`src/sfr_pkg.sv`:
```
// Shared constants, types and helpers for the stream find/replace block.
`timescale 1ns / 1ps

package sfr_pkg;

   localparam int SFR_SEARCH_MAX  = 8;
   localparam int SFR_REPLACE_MAX = 8;
   localparam int TEXT_W          = 64;
   localparam int LEN_W           = 4;
   localparam int CSR_IDX_W       = 2;

   localparam logic [CSR_IDX_W-1:0] CSR_SEARCH_TEXT    = 2'd0;
   localparam logic [CSR_IDX_W-1:0] CSR_SEARCH_LENGTH  = 2'd1;
   localparam logic [CSR_IDX_W-1:0] CSR_REPLACE_TEXT   = 2'd2;
   localparam logic [CSR_IDX_W-1:0] CSR_REPLACE_LENGTH = 2'd3;

   typedef struct packed {
      logic is_prefix;
      logic is_full;
   } match_type;

   function automatic logic [7:0] byte_sel(input logic [TEXT_W-1:0] word,
                                           input logic [2:0] idx);
      byte_sel = word[idx*8 +: 8];
   endfunction

endpackage

```
`src/stream_find_replace_unit.sv`:
```
// Stream find/replace: top level with sequencer, hold buffer and output stage.
// Sequence: a word is accepted into the hold buffer, then the hold buffer is checked again
//   after each literal popped, the replacement bytes are emitted, the held bytes and a
//   terminator are flushed on the last word, and a closing step releases the staged word.
// Throughput: one input word in flight; the sequencer and its single compare unit set it.
// Reset (synchronous, active high) clears registers, hold count, sequencer and output valids.
`timescale 1ns / 1ps

module stream_find_replace_unit
   import sfr_pkg::*;
#(
   parameter int SEARCH_MAX  = SFR_SEARCH_MAX,
   parameter int REPLACE_MAX = SFR_REPLACE_MAX
) (
   input  logic                 clock,
   input  logic                 reset,
   input  logic                 req_valid,
   output logic                 req_ready,
   input  logic [7:0]           req_in_byte,
   input  logic                 req_in_last,
   output logic                 rsp_valid,
   input  logic                 rsp_ready,
   output logic [7:0]           rsp_out_byte,
   output logic                 rsp_byte_valid,
   output logic                 rsp_end_of_string,
   output logic                 rsp_run_last,
   input  logic                 csr_write_en,
   input  logic [CSR_IDX_W-1:0] csr_index,
   input  logic [TEXT_W-1:0]    csr_wdata
);

   localparam int CNT_W  = $clog2(SEARCH_MAX + 1);
   localparam int RIDX_W = (REPLACE_MAX > 1) ? $clog2(REPLACE_MAX) : 1;

   typedef enum logic [5:0] {
      S_IDLE  = 6'b000001,
      S_SCAN  = 6'b000010,
      S_REPL  = 6'b000100,
      S_FLUSH = 6'b001000,
      S_DONE  = 6'b010000,
      S_HOLD  = 6'b100000
   } state_type;

   state_type state_ff, state_in;

   logic [TEXT_W-1:0] search_text_ff, search_text_in;
   logic [LEN_W-1:0]  search_length_ff, search_length_in;
   logic [TEXT_W-1:0] replace_text_ff, replace_text_in;
   logic [LEN_W-1:0]  replace_length_ff, replace_length_in;

   logic [7:0]        pend_ff [SEARCH_MAX];
   logic [7:0]        pend_in [SEARCH_MAX];
   logic [CNT_W-1:0]  cnt_ff, cnt_in;
   logic              last_ff, last_in;
   logic [RIDX_W-1:0] rep_idx_ff, rep_idx_in;

   // staged word waits here until we know whether it closes the run
   logic              stg_vld_ff, stg_vld_in;
   logic [7:0]        stg_byte_ff, stg_byte_in;
   logic              stg_bval_ff, stg_bval_in;
   logic              stg_eos_ff, stg_eos_in;

   logic              out_vld_ff, out_vld_in;
   logic [7:0]        out_byte_ff, out_byte_in;
   logic              out_bval_ff, out_bval_in;
   logic              out_eos_ff, out_eos_in;
   logic              out_last_ff, out_last_in;

   logic [SEARCH_MAX*8-1:0] pend_flat;
   logic [LEN_W-1:0]        slen;
   logic [LEN_W-1:0]        rlen;
   match_type               match;
   logic                    out_free;
   logic                    can_emit;
   logic                    emit;
   logic [7:0]              emit_byte;
   logic                    emit_bval;
   logic                    emit_eos;
   logic                    pop;
   state_type               post_state;

   always_comb begin
      for (int k = 0; k < SEARCH_MAX; k++) begin
         pend_flat[k*8 +: 8] = pend_ff[k];
      end
   end

   assign slen = (search_length_ff > LEN_W'(SEARCH_MAX)) ? LEN_W'(SEARCH_MAX)
                                                          : search_length_ff;
   assign rlen = (replace_length_ff > LEN_W'(REPLACE_MAX)) ? LEN_W'(REPLACE_MAX)
                                                            : replace_length_ff;

   sfr_match #(
      .SEARCH_MAX (SEARCH_MAX)
   ) u_match (
      .pend_bytes  (pend_flat),
      .pend_count  (cnt_ff),
      .search_text (search_text_ff),
      .search_len  (slen),
      .match       (match)
   );

   assign out_free   = !out_vld_ff || rsp_ready;
   assign can_emit   = !stg_vld_ff || out_free;
   assign post_state = last_ff ? S_FLUSH : S_DONE;
   assign req_ready  = (state_ff == S_IDLE);

   // configuration
   always_comb begin
      search_text_in    = search_text_ff;
      search_length_in  = search_length_ff;
      replace_text_in   = replace_text_ff;
      replace_length_in = replace_length_ff;
      if (csr_write_en) begin
         case (csr_index)
            CSR_SEARCH_TEXT:    search_text_in    = csr_wdata;
            CSR_SEARCH_LENGTH:  search_length_in  = csr_wdata[LEN_W-1:0];
            CSR_REPLACE_TEXT:   replace_text_in   = csr_wdata;
            CSR_REPLACE_LENGTH: replace_length_in = csr_wdata[LEN_W-1:0];
            default: ;
         endcase
      end
   end

   // sequencer
   always_comb begin
      state_in    = state_ff;
      pend_in     = pend_ff;
      cnt_in      = cnt_ff;
      last_in     = last_ff;
      rep_idx_in  = rep_idx_ff;
      stg_vld_in  = stg_vld_ff;
      stg_byte_in = stg_byte_ff;
      stg_bval_in = stg_bval_ff;
      stg_eos_in  = stg_eos_ff;
      out_vld_in  = out_vld_ff && !rsp_ready;
      out_byte_in = out_byte_ff;
      out_bval_in = out_bval_ff;
      out_eos_in  = out_eos_ff;
      out_last_in = out_last_ff;
      emit        = 1'b0;
      emit_byte   = pend_ff[0];
      emit_bval   = 1'b1;
      emit_eos    = 1'b0;
      pop         = 1'b0;

      case (state_ff)
         S_IDLE: begin
            if (req_valid) begin
               for (int k = 0; k < SEARCH_MAX; k++) begin
                  if (CNT_W'(k) == cnt_ff) begin
                     pend_in[k] = req_in_byte;
                  end
               end
               cnt_in   = cnt_ff + CNT_W'(1);
               last_in  = req_in_last;
               state_in = S_SCAN;
            end
         end
         S_SCAN: begin
            if (cnt_ff == '0) begin
               state_in = post_state;
            end else if (match.is_prefix) begin
               if (match.is_full) begin
                  cnt_in = '0;
                  if (rlen != '0) begin
                     rep_idx_in = '0;
                     state_in   = S_REPL;
                  end else begin
                     state_in = post_state;
                  end
               end else begin
                  state_in = post_state;
               end
            end else if (can_emit) begin
               pop = 1'b1;
            end
         end
         S_REPL: begin
            if (can_emit) begin
               emit       = 1'b1;
               emit_byte  = byte_sel(replace_text_ff, 3'(rep_idx_ff));
               rep_idx_in = rep_idx_ff + RIDX_W'(1);
               if (LEN_W'(rep_idx_ff) == rlen - LEN_W'(1)) begin
                  state_in = post_state;
               end
            end
         end
         S_FLUSH: begin
            if (can_emit) begin
               if (cnt_ff == '0) begin
                  emit      = 1'b1;
                  emit_byte = 8'd0;
                  emit_bval = 1'b0;
                  emit_eos  = 1'b1;
                  state_in  = S_DONE;
               end else begin
                  pop = 1'b1;
               end
            end
         end
         S_DONE: begin
            if (!stg_vld_ff) begin
               state_in = S_IDLE;
            end else if (out_free) begin
               out_vld_in  = 1'b1;
               out_byte_in = stg_byte_ff;
               out_bval_in = stg_bval_ff;
               out_eos_in  = stg_eos_ff;
               out_last_in = 1'b1;
               stg_vld_in  = 1'b0;
               state_in    = S_IDLE;
            end
         end
         default: begin
            state_in = S_IDLE;
         end
      endcase

      // literal pop: oldest held byte goes out, the rest shift down
      if (pop) begin
         emit = 1'b1;
         for (int k = 0; k < SEARCH_MAX - 1; k++) begin
            pend_in[k] = pend_ff[k+1];
         end
         cnt_in = cnt_ff - CNT_W'(1);
      end

      if (emit) begin
         if (stg_vld_ff) begin
            out_vld_in  = 1'b1;
            out_byte_in = stg_byte_ff;
            out_bval_in = stg_bval_ff;
            out_eos_in  = stg_eos_ff;
            out_last_in = 1'b0;
         end
         stg_vld_in  = 1'b1;
         stg_byte_in = emit_byte;
         stg_bval_in = emit_bval;
         stg_eos_in  = emit_eos;
      end
   end

   always_ff @(posedge clock) begin
      if (reset) begin
         state_ff          <= S_IDLE;
         search_text_ff    <= '0;
         search_length_ff  <= '0;
         replace_text_ff   <= '0;
         replace_length_ff <= '0;
         cnt_ff            <= '0;
         stg_vld_ff        <= 1'b0;
         out_vld_ff        <= 1'b0;
      end else begin
         state_ff          <= state_in;
         search_text_ff    <= search_text_in;
         search_length_ff  <= search_length_in;
         replace_text_ff   <= replace_text_in;
         replace_length_ff <= replace_length_in;
         cnt_ff            <= cnt_in;
         stg_vld_ff        <= stg_vld_in;
         out_vld_ff        <= out_vld_in;
      end
   end

   always_ff @(posedge clock) begin
      pend_ff     <= pend_in;
      last_ff     <= last_in;
      rep_idx_ff  <= rep_idx_in;
      stg_byte_ff <= stg_byte_in;
      stg_bval_ff <= stg_bval_in;
      stg_eos_ff  <= stg_eos_in;
      out_byte_ff <= out_byte_in;
      out_bval_ff <= out_bval_in;
      out_eos_ff  <= out_eos_in;
      out_last_ff <= out_last_in;
   end

   assign rsp_valid         = out_vld_ff;
   assign rsp_out_byte      = out_byte_ff;
   assign rsp_byte_valid    = out_bval_ff;
   assign rsp_end_of_string = out_eos_ff;
   assign rsp_run_last      = out_last_ff;

`ifndef ASSERT_OFF
   a_room_for_append: assert property (@(posedge clock) disable iff (reset)
      (state_ff == S_IDLE) |-> (cnt_ff < CNT_W'(SEARCH_MAX)))
      else $error("hold buffer full while waiting for a word");

   a_stage_drained: assert property (@(posedge clock) disable iff (reset)
      (state_ff == S_IDLE) |-> !stg_vld_ff)
      else $error("staged word left behind at end of run");

   a_term_closes_run: assert property (@(posedge clock) disable iff (reset)
      (rsp_valid && rsp_end_of_string) |-> (rsp_run_last && !rsp_byte_valid))
      else $error("terminator word malformed");

   a_one_in_flight: assert property (@(posedge clock) disable iff (reset)
      (req_valid && req_ready) |=> !req_ready)
      else $error("second word taken while one is in progress");
`endif

endmodule

```
`src/sfr_match.sv`:
```
// Compare unit: checks the held bytes against the search pattern.
`timescale 1ns / 1ps

module sfr_match
   import sfr_pkg::*;
#(
   parameter int SEARCH_MAX = SFR_SEARCH_MAX
) (
   input  logic [SEARCH_MAX*8-1:0]          pend_bytes,
   input  logic [$clog2(SEARCH_MAX+1)-1:0]  pend_count,
   input  logic [TEXT_W-1:0]                search_text,
   input  logic [LEN_W-1:0]                 search_len,
   output match_type                        match
);

   localparam int CNT_W = $clog2(SEARCH_MAX + 1);

   logic mismatch;
   logic fits;

   always_comb begin
      mismatch = 1'b0;
      for (int k = 0; k < SEARCH_MAX; k++) begin
         if ((CNT_W'(k) < pend_count) &&
             (pend_bytes[k*8 +: 8] != search_text[k*8 +: 8])) begin
            mismatch = 1'b1;
         end
      end
      fits = (LEN_W'(pend_count) <= search_len);
      match.is_prefix = fits && !mismatch;
      match.is_full   = fits && !mismatch && (LEN_W'(pend_count) == search_len);
   end

endmodule
```
`config.mk`:
```
export PLATFORM = sky130hd
export DESIGN_NAME = stream_find_replace_unit
export DESIGN_NICKNAME = d
export VERILOG_FILES = /design/src/sfr_pkg.sv /design/src/stream_find_replace_unit.sv /design/src/sfr_match.sv
export SDC_FILE = /design/constraint.sdc
export NUM_CORES = 1
export LEC_CHECK = 0
export BUFFER_PORTS_ARGS = -buffer_cell sky130_fd_sc_hd__buf_4
export CAP_MARGIN = 20
export CORE_UTILIZATION = 50
export CTS_BUF_LIST = sky130_fd_sc_hd__clkbuf_4 sky130_fd_sc_hd__clkbuf_8 sky130_fd_sc_hd__clkbuf_16
export DETAILED_ROUTE_END_ITERATION = 7
export PLACE_DENSITY = 0.72
export SYNTH_ARGS = -nofsm -noshare
export SYNTH_HDL_FRONTEND = slang
export SYNTH_SLANG_ARGS = --single-unit
export TNS_END_PERCENT = 1
```
`constraint.sdc`:
```
create_clock -name clock -period 3.1 [get_ports clock]
set_clock_uncertainty 0.1 [all_clocks]
set_input_delay 0.31 -clock clock [delete_from_list [all_inputs] [get_ports clock]]
set_output_delay 0.31 -clock clock [all_outputs]
set_load 0.01 [all_outputs]
```
==> run summary <==
CP dominant cell by count -> a21oi_1
num rows -> 52
layout cell share with drive strength beyond 1 -> 17.59%
most frequent cells in the layout -> 281 x nand2_1, 147 x dfxtp_1, 144 x a21oi_1, 127 x buf_4, 89 x edfxtp_1
WS Path Type -> flop to flop
wire per inst -> 18.81 um
slew margin rel. -> 46.88%
final net count -> 1301
Startpoint Class -> flop
setup repair bufs after CTS -> 0
CTS buffer count -> 24
Worst Hold Depth -> 3
core area -> 0.02030 mm^2
Worst EP required -> 3.43 ns
starting density of the core -> 51.15%
filler cell count -> 1616
I/O pin count -> 93
Die X -> 146.1 um
Power Density -> 545.2 mW/mm^2
Max Buffers Root-to-Sink -> 3
Slew Viols, Final -> 0
antenna cells -> 0
gpl congestion -> 0.8351
clk root buf -> clkbuf_16
Antenna Violating Nets Remaining -> 0
CP max stage delay -> 0.42 ns
die height -> 146.1 um
DRT Pass-1 Iters -> 5
CTS tree -> built
initial antenna violation count -> 0
largest net degree at the start of global routing -> 65
R2R cell count -> 10
GRT overflow -> 0
Pleak -> 4.995 nW
Worst-Margin Slew -> 0.7968 ns
port bufs -> 92
cell taking the most area after synthesis -> dfxtp_1
post-synthesis sequential area ratio -> 54.09%
Design Area, Final -> 0.01299 mm^2
critical-path cell list -> xor2_1, nor4_1, a21oi_1, a2111oi_2, o211ai_1, buf_4, or3_1, a31oi_4, a21oi_1, a211oi_1
Vias/cell -> 5.626
Critical Path Stages -> 10
final WL -> 28180 um
final count of negative-setup-slack endpoints -> 0
vias post-DR -> 8427
Tcrit/Tclk final -> 93.84%
Largest delay share family, worst path -> compound AO/OA/AOI/OAI gates
die area -> 0.02135 mm^2
placed inst area -> 0.01146 mm^2
status -> finished clean
arrival time of the worst setup path -> 3.24 ns
minimum clock period -> 2.909 ns
Post-Syn Area -> 0.01038 mm^2
synthesized flop and latch total -> 236
Post-synth EDFFs -> 89
vias in the first global route -> 8064
crit end category -> flop
Reg clk slew, reported paths -> 0.06 ns
RSZ-0062 raised after global routing -> false
first-pass GRT wire length -> 43200 um
Clock Sinks -> 236
Max rail drop VDD -> 0.3486 mV
f_max -> 0.3438 GHz
synthesized area per cell -> 9.897 um^2
DPL Wire Length -> 19260 um
syn_nets -> 1140
gr usage total -> 26.02%
area share of the largest cell type after synthesis -> 28.34%
largest cells by area after synthesis -> dfxtp_1 28%, edfxtp_1 26%, nand2_1 10%
Main synth FF type -> dfxtp_1
Async SR Flop Fraction -> 0%
HP Class -> input pin to flop
worst skew pair latency -> 0.53 ns
DR iter-0 viols -> 650
worst-path maximum fanout -> 5
library cells used by synthesis -> 51
H-Tree Depth -> 1
Area Growth Syn to Fin -> 25.07%
setup TNS -> 0 ns
commonest non-fill, non-tap cell in the layout -> nand2_1
slowest CP cell -> nor4_1
WP buf/inv -> 1
Synth Instances -> 1049
final number of hold-violating endpoints -> 0
Ys Warns -> 0
DRC Markers -> 0
max-capacitance violation count -> 0
-- state kept, by name (all words and copies together) (netlist names), named ones only --
register and flops:
replace_text_ff 64, stg_vld_ff 1, search_length_ff 4, cnt_ff 4
rsp_valid 1, rep_idx_ff 3, search_text_ff 64, replace_length_ff 4
pend_ff 64, stg_eos_ff 1, stg_bval_ff 1, last_ff 1
stg_byte_ff 8, state_ff 5
-- final cells by class --
class | instances | area, um^2 | share of cell area (%)
multi-input combinational | 739 | 4499 | 34.65
tap | 270 | 337.8 | 2.602
timing repair buffer | 201 | 1714 | 13.20
clock inverter | 6 | 63.81 | 0.4914
clock buffer | 38 | 724.4 | 5.579
sequential | 236 | 5615 | 43.25
inverter | 8 | 30.03 | 0.2313
-- routing by layer --
metal  global-route usage, %  share of wire, %
met5                       0                 0
met4                   11.15               4.2
met3                   3.719               5.5
met2                   45.05                50
met1                   32.50                41
-- worst paths after layout --
| path | slack, ns | start | to |
|---|---|---|---|
| setup / recovery | 0.19 | pend_ff[62] | cnt_ff[2] |
| hold / removal | 0.01 | csr_wdata[2] | search_text_ff[2] |
| setup reg to reg | 0.19 | pend_ff[62] | cnt_ff[2] |
| hold reg to reg | 0.35 | replace_text_ff[50] | replace_text_ff[50] |
-- Yosys cell counts (all sizes together) (2+ instances only) --
master,n
a211oi,3
nor3,8
or3,2
nor2,23
o21a,2
and2,11
mux4,16
and3,2
o211ai,5
xnor2,18
a21oi,145
nand3,6
a2111oi,2
nor2b,4
nor4,13
edfxtp,89
a22o,57
a31oi,4
nand3b,2
a31o,5
ha,11
mux2i,17
nand2,282
nand2b,6
nand4,5
o21ai,21
inv,8
buf,16
a21o,4
dfxtp,147
clkbuf,50
nor3b,5
xor2,50
-- per-stage QoR --
step / hold WS, ns / power (mW) / util [%] / cells / setup WS, ns
6_report: 0.01211 / 7.079 / 63.97 / 1498 / 0.1909
5_1_grt: 0.01218 / 7.293 / 63.97 / 1498 / 0.02092
4_1_cts: 0.004201 / 7.090 / 63.88 / 1498 / 0.05900
3_3_place_gp: 0.3388 / 4.173 / 56.45 / 1382 / 0.1298
3_5_place_dp: 0.3451 / 4.190 / 56.45 / 1382 / 0.08133
2_1_floorplan: 0.3089 / 3.879 / - / 1049 / 0.1034
-- repair_timing --
item | CTS | global route
hold buffers | 72 | 0
endpoints found under the hold margin | 135 | 0
endpoints found under the setup margin | 0 | 21
gates resized for setup | 0 | 5
-- worst register-to-register path: stages, from the launching register on --
cell and delay, ns:
edfxtp_1 0.39, xor2_1 0.16, nor4_1 0.42, a21oi_1 0.17
a2111oi_2 0.22, o211ai_1 0.19, buf_4 0.18, or3_1 0.40
a31oi_4 0.29, a21oi_1 0.10, a211oi_1 0.20
-- report_power, final --
| group | switching [mW] | leakage (nW) | internal (mW) |
|---|---|---|---|
| Combinational | 0.435 | 2.61 | 0.370 |
| Clock | 1.18 | 0.400 | 1.69 |
| Sequential | 0.0709 | 1.99 | 3.34 |
-- kinds of logic (layout without fill, tap and decap cells) --
group | Yosys count | after routing | synth area share (%)
AO/OA/AOI/OAI | 253 | 253 | 15.34
XOR/XNOR | 68 | 68 | 5.736
adder cells (fa/ha/maj) | 11 | 11 | 1.326
buffers and inverters | 74 | 253 | 2.880
flip-flops | 236 | 236 | 54.09
multiplexers | 33 | 33 | 5.110
AND/OR/NAND/NOR | 374 | 374 | 15.52
Note: power is estimated with default switching activity, not from simulation.
